===== config.mk =====
export PLATFORM = sky130hd
export DESIGN_NAME = two_level_ready_queue_scheduler
export DESIGN_NICKNAME = d
export VERILOG_FILES = /design/src/rtl/core/tlrq_pkg.sv /design/src/rtl/core/tlrq_fifo.sv /design/src/rtl/core/tlrq_ptab.sv /design/src/rtl/core/two_level_ready_queue_scheduler.sv
export SDC_FILE = /design/constraint.sdc
export NUM_CORES = 1
export LEC_CHECK = 0
export BUFFER_PORTS_ARGS = -buffer_cell sky130_fd_sc_hd__buf_4
export CORE_ASPECT_RATIO = 2
export CORE_UTILIZATION = 53
export CTS_CLUSTER_DIAMETER = 100
export DETAILED_ROUTE_END_ITERATION = 8
export GPL_TIMING_DRIVEN = 0
export PLACE_DENSITY = 0.69
export REMOVE_ABC_BUFFERS = 1
export SLEW_MARGIN = 20
export SYNTH_ARGS = -nofsm -noshare
export SYNTH_HDL_FRONTEND = slang
export SYNTH_SLANG_ARGS = --single-unit

===== constraint.sdc =====
create_clock -name i_clk -period 7.1 [get_ports i_clk]
set_input_delay 0.71 -clock i_clk [delete_from_list [all_inputs] [get_ports i_clk]]
set_output_delay 0.71 -clock i_clk [all_outputs]
set_load 0.005 [all_outputs]

===== src/rtl/core/tlrq_pkg.sv =====
`default_nettype none

package tlrq_pkg;

    localparam int MAX_PROCESSES = 32;
    localparam int QUEUE_DEPTH   = 16;
    localparam int MESSAGE_LIMIT = 64;

    localparam int PID_W  = (MAX_PROCESSES > 1) ? $clog2(MAX_PROCESSES) : 1;
    localparam int QPTR_W = (QUEUE_DEPTH > 1) ? $clog2(QUEUE_DEPTH) : 1;
    localparam int QCNT_W = $clog2(QUEUE_DEPTH + 1);

    localparam logic [8:0] PID_LIMIT = 9'(MAX_PROCESSES);
    localparam logic [7:0] LEN_LIMIT = 8'(MESSAGE_LIMIT);

    localparam logic [2:0] CMD_SCHEDULE = 3'd0;
    localparam logic [2:0] CMD_WAKE     = 3'd1;
    localparam logic [2:0] CMD_DORMANT  = 3'd2;
    localparam logic [2:0] CMD_STOP     = 3'd3;
    localparam logic [2:0] CMD_ZOMBIE   = 3'd4;
    localparam logic [2:0] CMD_SEND     = 3'd5;

    localparam logic [2:0] ST_OK           = 3'd0;
    localparam logic [2:0] ST_EMPTY_ROOT   = 3'd1;
    localparam logic [2:0] ST_INVALID_ROOT = 3'd2;
    localparam logic [2:0] ST_FULL_DROP    = 3'd3;
    localparam logic [2:0] ST_BOX_BUSY     = 3'd4;
    localparam logic [2:0] ST_TOO_LONG     = 3'd5;
    localparam logic [2:0] ST_BAD_ID       = 3'd6;

    localparam logic [0:0] REG_ROOT_ID = 1'b0;

    typedef struct packed {
        logic [1:0] state;
        logic [7:0] sender;
        logic [6:0] length;
    } t_tab_entry;

    typedef struct packed {
        logic             en;
        logic             set_busy;
        logic [PID_W-1:0] idx;
        t_tab_entry       entry;
    } t_tab_wr;

    typedef struct packed {
        logic       push;
        logic       pop;
        logic [7:0] id;
    } t_fifo_ctl;

    typedef struct packed {
        logic empty;
        logic full;
    } t_fifo_sts;

endpackage

`default_nettype wire


===== src/rtl/core/tlrq_fifo.sv =====
`default_nettype none

module tlrq_fifo (
    input  wire logic                 i_clk,
    input  wire logic                 i_rst_n,
    input  wire logic                 i_rd_req,
    input  wire tlrq_pkg::t_fifo_ctl  i_ctl,
    output logic [7:0]                o_head_id,
    output tlrq_pkg::t_fifo_sts       o_sts
);

    logic [7:0]                    r_mem [tlrq_pkg::QUEUE_DEPTH];
    logic [7:0]                    r_rd_data;
    logic [tlrq_pkg::QPTR_W-1:0]   r_head, n_head;
    logic [tlrq_pkg::QPTR_W-1:0]   r_tail, n_tail;
    logic [tlrq_pkg::QCNT_W-1:0]   r_count, n_count;
    logic                          push_ok;
    logic                          pop_ok;

    localparam logic [tlrq_pkg::QPTR_W-1:0] LAST_SLOT =
        tlrq_pkg::QPTR_W'(tlrq_pkg::QUEUE_DEPTH - 1);

    assign o_sts.empty = (r_count == '0);
    assign o_sts.full  = (r_count == tlrq_pkg::QCNT_W'(tlrq_pkg::QUEUE_DEPTH));
    assign push_ok     = i_ctl.push && !o_sts.full;
    assign pop_ok      = i_ctl.pop && !o_sts.empty;
    assign o_head_id   = r_rd_data;

    always_comb begin
        n_head  = r_head;
        n_tail  = r_tail;
        n_count = r_count;
        if (pop_ok) begin
            n_head = (r_head == LAST_SLOT) ? '0 : r_head + 1'b1;
        end
        if (push_ok) begin
            n_tail = (r_tail == LAST_SLOT) ? '0 : r_tail + 1'b1;
        end
        if (push_ok && !pop_ok) begin
            n_count = r_count + 1'b1;
        end else if (pop_ok && !push_ok) begin
            n_count = r_count - 1'b1;
        end
    end

    always_ff @(posedge i_clk) begin
        if (!i_rst_n) begin
            r_head  <= '0;
            r_tail  <= '0;
            r_count <= '0;
        end else begin
            r_head  <= n_head;
            r_tail  <= n_tail;
            r_count <= n_count;
        end
    end

    always_ff @(posedge i_clk) begin
        if (push_ok) begin
            r_mem[r_tail] <= i_ctl.id;
        end
        if (i_rd_req) begin
            r_rd_data <= r_mem[r_head];
        end
    end

endmodule

`default_nettype wire


===== src/rtl/core/tlrq_ptab.sv =====
`default_nettype none

module tlrq_ptab (
    input  wire logic                      i_clk,
    input  wire logic                      i_rst_n,
    input  wire logic                      i_rd_req,
    input  wire logic [tlrq_pkg::PID_W-1:0] i_rd_idx,
    input  wire tlrq_pkg::t_tab_wr         i_wr,
    output tlrq_pkg::t_tab_entry           o_rd_entry,
    output logic                           o_rd_box_busy
);

    tlrq_pkg::t_tab_entry r_mem [tlrq_pkg::MAX_PROCESSES];
    tlrq_pkg::t_tab_entry r_rd_data;
    logic [tlrq_pkg::MAX_PROCESSES-1:0] r_written;
    logic [tlrq_pkg::MAX_PROCESSES-1:0] r_box_busy;
    logic r_rd_written;
    logic r_rd_busy;

    assign o_rd_entry    = r_rd_written ? r_rd_data : '0;
    assign o_rd_box_busy = r_rd_busy;

    always_ff @(posedge i_clk) begin
        if (!i_rst_n) begin
            r_written  <= '0;
            r_box_busy <= '0;
        end else begin
            if (i_wr.en) begin
                r_written[i_wr.idx] <= 1'b1;
            end
            if (i_wr.set_busy) begin
                r_box_busy[i_wr.idx] <= 1'b1;
            end
        end
    end

    always_ff @(posedge i_clk) begin
        if (i_wr.en) begin
            r_mem[i_wr.idx] <= i_wr.entry;
        end
        if (i_rd_req) begin
            r_rd_data    <= r_mem[i_rd_idx];
            r_rd_written <= r_written[i_rd_idx];
            r_rd_busy    <= r_box_busy[i_rd_idx];
        end
    end

endmodule

`default_nettype wire


===== src/rtl/core/two_level_ready_queue_scheduler.sv =====
// The accepting edge sets r_busy, and the result word is then strobed on o_done from r_done, which registers r_busy.
// A command is not accepted while busy is high; on the accepting edge both FIFO heads and the process
// table entry are read, and busy covers the modify and write-back that follow.
// The receiver cannot stall: o_done lasts exactly one cycle.
// Reset (synchronous, active low): both FIFOs empty, all processes running, mailboxes free.
`default_nettype none

module two_level_ready_queue_scheduler (
    input  wire logic        i_clk,
    input  wire logic        i_rst_n,
    input  wire logic        start,
    output logic             busy,
    input  wire logic [2:0]  i_command,
    input  wire logic [7:0]  i_process_id,
    input  wire logic [7:0]  i_sender_id,
    input  wire logic [7:0]  i_message_length,
    output logic             o_done,
    output logic [7:0]       o_chosen_id,
    output logic [2:0]       o_status,
    input  wire logic        psel,
    input  wire logic        penable,
    input  wire logic        pwrite,
    input  wire logic [2:0]  paddr,
    input  wire logic [31:0] pwdata,
    output logic [31:0]      prdata,
    output logic             pready
);

    logic       r_busy;
    logic       accept;
    logic [7:0] r_root_id;
    logic [2:0] r_cmd;
    logic [7:0] r_pid;
    logic [7:0] r_sender;
    logic [7:0] r_len;
    logic       r_done,   n_done;
    logic [7:0] r_chosen, n_chosen;
    logic [2:0] r_status, n_status;
    logic       pid_ok;
    logic [7:0] popped;

    tlrq_pkg::t_fifo_ctl  hi_ctl, lo_ctl;
    tlrq_pkg::t_fifo_sts  hi_sts, lo_sts;
    logic [7:0]           hi_head, lo_head;
    tlrq_pkg::t_tab_wr    tab_wr;
    tlrq_pkg::t_tab_entry tab_rd;
    logic                 tab_box_busy;

    assign accept = start && !r_busy;
    assign busy   = r_busy;
    assign pready = 1'b1;
    assign prdata = (paddr[2] == tlrq_pkg::REG_ROOT_ID) ? {24'd0, r_root_id} : 32'd0;
    assign pid_ok = ({1'b0, r_pid} < tlrq_pkg::PID_LIMIT);

    tlrq_fifo u_hi_fifo (
        .i_clk     (i_clk),
        .i_rst_n   (i_rst_n),
        .i_rd_req  (accept),
        .i_ctl     (hi_ctl),
        .o_head_id (hi_head),
        .o_sts     (hi_sts)
    );

    tlrq_fifo u_lo_fifo (
        .i_clk     (i_clk),
        .i_rst_n   (i_rst_n),
        .i_rd_req  (accept),
        .i_ctl     (lo_ctl),
        .o_head_id (lo_head),
        .o_sts     (lo_sts)
    );

    tlrq_ptab u_ptab (
        .i_clk         (i_clk),
        .i_rst_n       (i_rst_n),
        .i_rd_req      (accept),
        .i_rd_idx      (i_process_id[tlrq_pkg::PID_W-1:0]),
        .i_wr          (tab_wr),
        .o_rd_entry    (tab_rd),
        .o_rd_box_busy (tab_box_busy)
    );

    always_comb begin
        hi_ctl       = '0;
        lo_ctl       = '0;
        hi_ctl.id    = r_pid;
        lo_ctl.id    = r_pid;
        tab_wr       = '0;
        tab_wr.idx   = r_pid[tlrq_pkg::PID_W-1:0];
        tab_wr.entry = tab_rd;
        popped       = lo_head;
        n_done       = r_busy;
        n_chosen     = r_pid;
        n_status     = tlrq_pkg::ST_OK;
        if (r_busy) begin
            unique case (r_cmd)
                tlrq_pkg::CMD_SCHEDULE: begin
                    priority if (!hi_sts.empty) begin
                        hi_ctl.pop = 1'b1;
                        popped     = hi_head;
                    end else if (!lo_sts.empty) begin
                        lo_ctl.pop = 1'b1;
                        popped     = lo_head;
                    end else begin
                        n_chosen = r_root_id;
                        n_status = tlrq_pkg::ST_EMPTY_ROOT;
                    end
                    if (!hi_sts.empty || !lo_sts.empty) begin
                        if (popped == 8'd0 || {1'b0, popped} >= tlrq_pkg::PID_LIMIT) begin
                            n_chosen = r_root_id;
                            n_status = tlrq_pkg::ST_INVALID_ROOT;
                        end else begin
                            n_chosen = popped;
                        end
                    end
                end
                tlrq_pkg::CMD_WAKE: begin
                    priority if (!pid_ok) begin
                        n_status = tlrq_pkg::ST_BAD_ID;
                    end else if (lo_sts.full) begin
                        n_status = tlrq_pkg::ST_FULL_DROP;
                    end else begin
                        lo_ctl.push = 1'b1;
                    end
                end
                tlrq_pkg::CMD_DORMANT, tlrq_pkg::CMD_STOP, tlrq_pkg::CMD_ZOMBIE: begin
                    if (!pid_ok) begin
                        n_status = tlrq_pkg::ST_BAD_ID;
                    end else begin
                        tab_wr.en          = 1'b1;
                        tab_wr.entry.state = 2'(r_cmd - 3'd1);
                    end
                end
                tlrq_pkg::CMD_SEND: begin
                    priority if (!pid_ok) begin
                        n_status = tlrq_pkg::ST_BAD_ID;
                    end else if (tab_box_busy) begin
                        n_status = tlrq_pkg::ST_BOX_BUSY;
                    end else if (r_len > tlrq_pkg::LEN_LIMIT) begin
                        n_status = tlrq_pkg::ST_TOO_LONG;
                    end else begin
                        tab_wr.en           = 1'b1;
                        tab_wr.set_busy     = 1'b1;
                        tab_wr.entry.sender = r_sender;
                        tab_wr.entry.length = r_len[6:0];
                        lo_ctl.pop          = !lo_sts.empty;
                        if (hi_sts.full) begin
                            n_status = tlrq_pkg::ST_FULL_DROP;
                        end else begin
                            hi_ctl.push = 1'b1;
                        end
                    end
                end
                default: begin
                    n_status = tlrq_pkg::ST_BAD_ID;
                end
            endcase
        end
    end

    always_ff @(posedge i_clk) begin
        if (!i_rst_n) begin
            r_busy    <= 1'b0;
            r_done    <= 1'b0;
            r_root_id <= 8'd0;
        end else begin
            r_busy <= accept;
            r_done <= n_done;
            if (psel && penable && pwrite && paddr[2] == tlrq_pkg::REG_ROOT_ID) begin
                r_root_id <= pwdata[7:0];
            end
        end
    end

    always_ff @(posedge i_clk) begin
        if (accept) begin
            r_cmd    <= i_command;
            r_pid    <= i_process_id;
            r_sender <= i_sender_id;
            r_len    <= i_message_length;
        end
        r_chosen <= n_chosen;
        r_status <= n_status;
    end

    assign o_done      = r_done;
    assign o_chosen_id = r_chosen;
    assign o_status    = r_status;

    a_busy_single: assert property (@(posedge i_clk) disable iff (!i_rst_n)
        r_busy |=> !r_busy)
        else $error("busy held beyond one cycle");

    a_done_follows: assert property (@(posedge i_clk) disable iff (!i_rst_n)
        accept |=> ##1 r_done)
        else $error("accepted word produced no result");

    a_no_spurious: assert property (@(posedge i_clk) disable iff (!i_rst_n)
        r_done |-> $past(r_busy))
        else $error("result without a command");

    a_pop_nonempty: assert property (@(posedge i_clk) disable iff (!i_rst_n)
        (!hi_ctl.pop || !hi_sts.empty) && (!lo_ctl.pop || !lo_sts.empty))
        else $error("pop from an empty queue");

    a_push_room: assert property (@(posedge i_clk) disable iff (!i_rst_n)
        (!hi_ctl.push || !hi_sts.full) && (!lo_ctl.push || !lo_sts.full))
        else $error("push into a full queue");

endmodule

`default_nettype wire


# Yosys cells after proc, flatten, opt, wreduce, memory -nomap -nowiden
# Memory sizes are Yosys's and may differ from the RTL's. A register that Yosys moved wholly into a read port is not among the register bits.
# Index checks and enable logic that the tools add are counted.
[word_totals]
register_bits = 99
ram_bits = 256
output_inout_bits = 46
n_memories = 2
[classes]
n_addsub = 8
n_lt_le_gt_ge = 6
eq_ne = 11
muxes = 61
bitwise = 2
reduce_logical = 31
[mem_list]
columns = ["name", "words", "width", "read_ports", "rd_clocked_by_memory_dff", "wr", "line_no", "source"]
rows = [
  ["u_hi_fifo.r_mem", 16, 8, 1, 1, 1, "tlrq_fifo.sv:12", "logic [7:0] r_mem [tlrq_pkg::QUEUE_DEPTH];"],
  ["u_lo_fifo.r_mem", 16, 8, 1, 1, 1, "tlrq_fifo.sv:12", ""],
]
[op_table]
columns = ["cell", "count"]
rows = [
  ["2-to-1 mux 8 bit", 10],
  ["bitwise OR 32 bit", 1],
  ["2-to-1 mux 1 bit", 25],
  ["2-to-1 mux 3 bit", 7],
  ["2-to-1 mux 5 bit", 4],
  ["adder 4 x 1 -> 4 bit (second input constant)", 4],
  ["== test 4 bit (second input constant)", 4],
  ["2-to-1 mux 4 bit", 4],
  ["2-to-1 mux 2 bit", 7],
  ["logical AND 1 bit", 13],
  ["less-than comparator 5 x 6 -> 1 bit (second input constant)", 2],
  ["case mux 3 bit (4 select lines)", 1],
  ["adder 5 x 1 -> 5 bit (second input constant)", 2],
  ["== test 5 bit (second input constant)", 2],
  ["zero test 5 bit", 2],
  ["subtractor 5 x 1 -> 5 bit (second input constant)", 2],
  ["zero test 1 bit", 9],
  [">= comparator 8 x 6 -> 1 bit (second input constant)", 1],
  ["greater-than comparator 8 x 7 -> 1 bit (second input constant)", 1],
  ["zero test 8 bit", 1],
  ["less-than comparator 8 x 6 -> 1 bit (second input constant)", 1],
  ["== test 3 x 2 -> 1 bit (second input constant)", 2],
  ["== test 3 bit (second input constant)", 2],
  ["binary-select mux 1 bit (select 5 bit)", 1],
  ["9 further kinds", 11],
]

# Depth between registers and ports, before layout
[logic_depth]
word_depth = 12
depth_mapped = 13
ltp_nobuf = 12

# Modules after synthesis
# Synthesis repeated with hierarchy kept, for this count alone.
[hier_totals]
hier_cells = 2359
area_unflattened_um2 = 39027.4
[by_module_without_submodules]
columns = ["mod", "instances", "cells_per_inst", "area_per_inst_um2", "seq_area_each_um2"]
rows = [
  ["tlrq_ptab", 1, 1479, 24642.4, 18187.4],
  ["tlrq_fifo", 2, 320, 5931.9, 4344.2],
  ["two_level_ready_queue_scheduler", 1, 240, 2521.2, 1231.2],
]

# Worst setup path before layout
# OpenSTA, ideal clock, no wires.
[synth_timing]
path_type = "register to register"
from = "reg r_pid[7]"
to = "reg u_lo_fifo.r_count[4] (netlist bit)"
setup_time_ns = 0.070
arrival_ns = 3.342
setup_slack_ns = 3.688
stages_incl_launch_ff = 13
n_path_buf = 1
synth_period_minus_slack_ns = 3.412
cell_sequence = "edfxtp_1 > or3_4 > a2111oi_2 > and2_1 > buf_6 > ha_1 > inv_1 > fa_1 > a21o_1 > a21oi_1 > xnor2_1 > or3_1 > a21oi_1"
[synth_between]
elab_chain_cells = 8
word_cells_on_any_way = 14
[synth_lines]
columns = ["item", "line_no", "source"]
rows = [
  ["start: declaration", "two_level_ready_queue_scheduler.sv:33", "logic [7:0] r_pid;"],
  ["start signal: assignment", "two_level_ready_queue_scheduler.sv:178", "r_pid <= i_process_id;"],
  ["less-than comparator 8 x 6 -> 1 bit (*)", "two_level_ready_queue_scheduler.sv:53", "assign pid_ok = ({1'b0, r_pid} < tlrq_pkg::PID_LIMIT);"],
  ["2-to-1 mux 1 bit (*)", "two_level_ready_queue_scheduler.sv:118", "priority if (!pid_ok) begin"],
  ["2-to-1 mux 1 bit (*)", "two_level_ready_queue_scheduler.sv:96", "unique case (r_cmd)"],
  ["2-to-1 mux 2 bit (*)", "two_level_ready_queue_scheduler.sv:95", "if (r_busy) begin"],
  ["logical AND 1 bit (*)", "tlrq_fifo.sv:25", "assign push_ok = i_ctl.push && !o_sts.full;"],
  ["net u_lo_fifo.push_ok", "tlrq_fifo.sv:17", "logic push_ok;"],
  ["zero test 1 bit", "tlrq_fifo.sv:41", "end else if (pop_ok && !push_ok) begin"],
  ["logical AND 1 bit", "tlrq_fifo.sv:41", ""],
  ["nonzero test 2 bit (no line)", "-", ""],
  ["end signal: assignment", "tlrq_fifo.sv:54", "r_count <= n_count;"],
  ["end: declaration", "tlrq_fifo.sv:16", "logic [tlrq_pkg::QCNT_W-1:0] r_count, n_count;"],
]
# The timed path passes the listed nets; every way through them passes the cells marked *.
# A chain may end at the register's enable or synchronous reset.

# Worst setup path after layout
[layout_timing]
from = "reg r_pid[7]"
to = "reg u_lo_fifo.r_count[4] (netlist bit)"
[layout_between]
elab_chain_cells = 8
word_cells_on_any_way = 14
[layout_lines]
columns = ["item", "line_no"]
rows = [
  ["less-than comparator 8 x 6 -> 1 bit (*)", "two_level_ready_queue_scheduler.sv:53"],
  ["2-to-1 mux 1 bit (on tied branches)", "two_level_ready_queue_scheduler.sv:135, two_level_ready_queue_scheduler.sv:118"],
  ["case mux 1 bit (2 select lines) or 2-to-1 mux 1 bit (tied branches)", "two_level_ready_queue_scheduler.sv:96"],
  ["2-to-1 mux 2 bit (*)", "two_level_ready_queue_scheduler.sv:95"],
  ["logical AND 1 bit (on tied branches)", "tlrq_fifo.sv:26, tlrq_fifo.sv:25"],
  ["zero test 1 bit (on tied branches)", "tlrq_fifo.sv:39, tlrq_fifo.sv:41"],
  ["logical AND 1 bit (on tied branches)", "tlrq_fifo.sv:39, tlrq_fifo.sv:41"],
  ["2-to-1 mux 5 bit or nonzero test 2 bit (tied branches)", "-"],
]
# Every way passes the cells marked *; elsewhere a longest branch is shown, timed or not.

==> impl_metrics.ini <==
[floorplan]
row_count = 87
coreArea_um2 = 28190
start_util_pct = 53.80
die_y_um = 241.2
io_pins = 114
die_w_um = 121.6
die-area_um2 = 29340

[synthesis]
yosysUniqueCellTypes = 57
synth_edf_count = 292
ys_warn_count = 0
synth_flop_cell = edfxtp_1
ys_ff_latch = 371
synthesis.area_um2 = 15170
syn_area_per_cell_um2 = 15.54
synth.area.top_cells = edfxtp_1, mux4_2, dfxtp_1
synth_sequential_area_ratio_pct = 68.24
yosysTopAreaCell = edfxtp_1
syn_inst = 976
async_flop_share_pct = 0
synth_top_area_share_pct = 57.81

[timing]
hold_viol = 0
relSlewSlack_pct = 32.52
fin_crit_ps = 4115
rsz0062_at_grt = no
setup_viol = 0
slew_violations = 0
fmax_mhz = 243.0
setup_tns_ps = 0
fin_crit_sh_pct = 57.96
worst_pin_slew_ps = 1011
skew_ps = 15.46

[worst_setup_path]
rr_startpoint = r_pid[7]
start_kind = register
cp_data_arrival_time_ps = 4610
cp_max_fo = 20
required_ps = 7590
reg2reg_depth = 12
critical-path-max-stage-delay_ps = 700
slowest_stage = edfxtp_1
cp.depth = 12
critical_path_class = reg -> reg
rrSetupSlack_ps = 2980
critPathLaunch = r_pid[7]
crit_path_end_kind = register
r2r-end = u_lo_fifo.r_count[4]
cp_top_family = simple AND/OR/NAND/NOR gates
path_cells = buf_16 -> or3_4 -> a2111oi_2 -> and2_1 -> ha_1 -> inv_1 -> fa_1 -> a21o_1 -> a21oi_1 -> xnor2_1 -> or3_1 -> a21oi_1
cp_num_buf_inv = 2
crit_top_cell = a21oi_1
cp-endpoint = u_lo_fifo.r_count[4]

[clocking]
root_buffer = clkbuf_16
clk_pin_slew_ps = 70
cts_buffers = 30
cts_tree = done
cts.repair.resized = 0
h-tree-depth = 1
holdBufCountCts = 0
ctsLongestPathBuffers = 3
cts_setup_buffers = 0
clk_latency_ps = 570
cts.sinks = 371

[grt]
grtUsageTotal_pct = 21.77
grt_pass1_vias = 8206
grt_antenna_before_repair = 0
gr-total-overflow = 0
grt_max_degree = 40
grt_first_pass_wirelength_um = 46710

[cells_and_area]
area_delta_synth_final_pct = 11.60
fin_util_pct = 60.04
fillers = 2116
diodes = 0
drive_above_1_share_pct = 20.27
nets = 1106
regArea_um2 = 10360
multi_input_area_um2 = 4478

[power]
power_density_nw_per_um2 = 238.6
p_leak_nw = 5.517
vdd_ir_drop_max_mv = 0.2512

[route]
routed_wl_um = 30550
drc = 0
wl_per_cell_um = 21.87
vias = 8115
antenna_left = 0
dr.pass1.iters = 5
via_per_inst = 5.809
drt_iter0_drc = 672

[place]
io_buffers = 54
hpwl_um = 21380
routabilityCongestion = 0.8098

[status]
outcome = completed

[flow_run]
drv_cap = 0

[min_path]
min_path_type = in -> reg
hold_depth = 1
==> metal layers <==
layer | share of wire (%) | track usage (%) | vias to the layer above
met5 | 0 | 0 | -
met4 | 3.9 | 9.353 | 0
met3 | 2.6 | 1.907 | 56
met2 | 59 | 42.49 | 170
met1 | 35 | 23.39 | 4129
li1 | - | - | 3760
==> area by class of cell <==
class | instances | area share [%]
Clock inverter | 15 | 0.6283
Inverter | 10 | 0.2218
Tap cell | 356 | 2.632
Timing Repair Buffer | 68 | 4.125
Multi-Input combinational cell | 537 | 26.46
Sequential cell | 371 | 61.22
Clock buffer | 40 | 4.716
==> kinds of logic after synthesis <==
family                     Yosys count  synth area share (%)
muxes                              106                 13.15
and+or+nand+nor                    233                 7.424
AOI/OAI and AO/OA                  141                 5.577
xor gates and xnor gates            12                0.6929
buffers and inverters               91                 3.118
other                                2               0.04952
DFF                                371                 68.24
adders and majority gates           20                 1.749
==> Yosys cell counts (all sizes together), types with 2 or more instances <==
master,count
clkbuf,36
o21ai,48
nor2,56
or3,6
nor4,3
nand2,82
a21o,6
fa,2
and2,5
xnor2,6
edfxtp,292
a21oi,51
mux4,74
nor3,17
nand3,13
xor2,6
a211oi,17
nand3b,3
mux2,6
or3b,3
ha,18
dfxtp,79
mux2i,26
inv,10
or4,3
conb,2
buf,45
o211ai,2
nor2b,25
and3,2
o22ai,2
nand2b,9
nand4,2
a31oi,4
a2111oi,2
==> sequential cells by signal, summed over array words and instances (netlist names) <==
register              count
u_hi_fifo.r_count         5
busy                      1
u_ptab.o_rd_box_busy      1
u_hi_fifo.r_head          4
r_len                     8
u_lo_fifo.r_head          4
o_done                    1
u_hi_fifo.o_head_id       8
u_lo_fifo.r_tail          4
r_cmd                     3
u_hi_fifo.r_mem         128
u_lo_fifo.o_head_id       8
o_status                  3
u_lo_fifo.r_mem         128
u_lo_fifo.r_count         5
o_chosen_id               8
r_root_id                 8
u_ptab.r_box_busy        32
u_hi_fifo.r_tail          4
r_pid                     8
==> worst min-delay path by stage <==
| stage | slack (ps) | from | endpoint |
|---|---|---|---|
| global placement | 430 | u_ptab.r_box_busy[21] | u_ptab.r_box_busy[21] |
| detailed placement | 440 | u_ptab.r_box_busy[30] | u_ptab.r_box_busy[30] |
| CTS | 290 | i_process_id[7] | r_pid[7] |
| finish | 310 | i_message_length[3] | r_len[3] |
| global route | 300 | i_message_length[4] | r_len[4] |
| floorplan | 420 | u_ptab.r_box_busy[10] | u_ptab.r_box_busy[10] |
==> report_power, final <==
group          internal [mW]  total, mW  switching [mW]
clock                  0.826       1.56           0.733
sequential              2.36       2.38          0.0239
combinational         0.0410     0.0995          0.0585
==> cell usage in the layout, fill, tap and decap left out, types with 6 or more instances in the layout <==
cell / n
clkbuf_16: 30
nor3_1: 9
mux2_2: 6
inv_1: 10
buf_4: 54
a21oi_1: 50
nand2b_1: 9
a211oi_1: 17
ha_1: 18
o21ai_0: 48
nand2_1: 82
edfxtp_1: 292
clkinv_1: 8
clkbuf_1: 9
nor3_2: 8
xor2_1: 6
a21o_1: 6
dfxtp_1: 73
nor2b_1: 24
conb_1: 25
mux2i_1: 26
mux4_2: 74
nand3_1: 13
nor2_1: 56
xnor2_1: 6
==> metrics by stage <==
stage / cells / hold slack, ps / setup slack [ps] / total power, mW / area [µm²]
floorplan: 918 / 417.9 / 3645 / 2.456 / 14820
global placement: 1328 / 428.5 / 2918 / 2.514 / 15670
detailed placement: 1341 / 441.4 / 2958 / 2.527 / 16010
CTS: 1396 / 294.3 / 2942 / 4.067 / 16910
global route: 1397 / 295.0 / 2691 / 4.151 / 16930
finish: 1397 / 311.8 / 2985 / 4.039 / 16930
(Power assumes the default switching activity.)
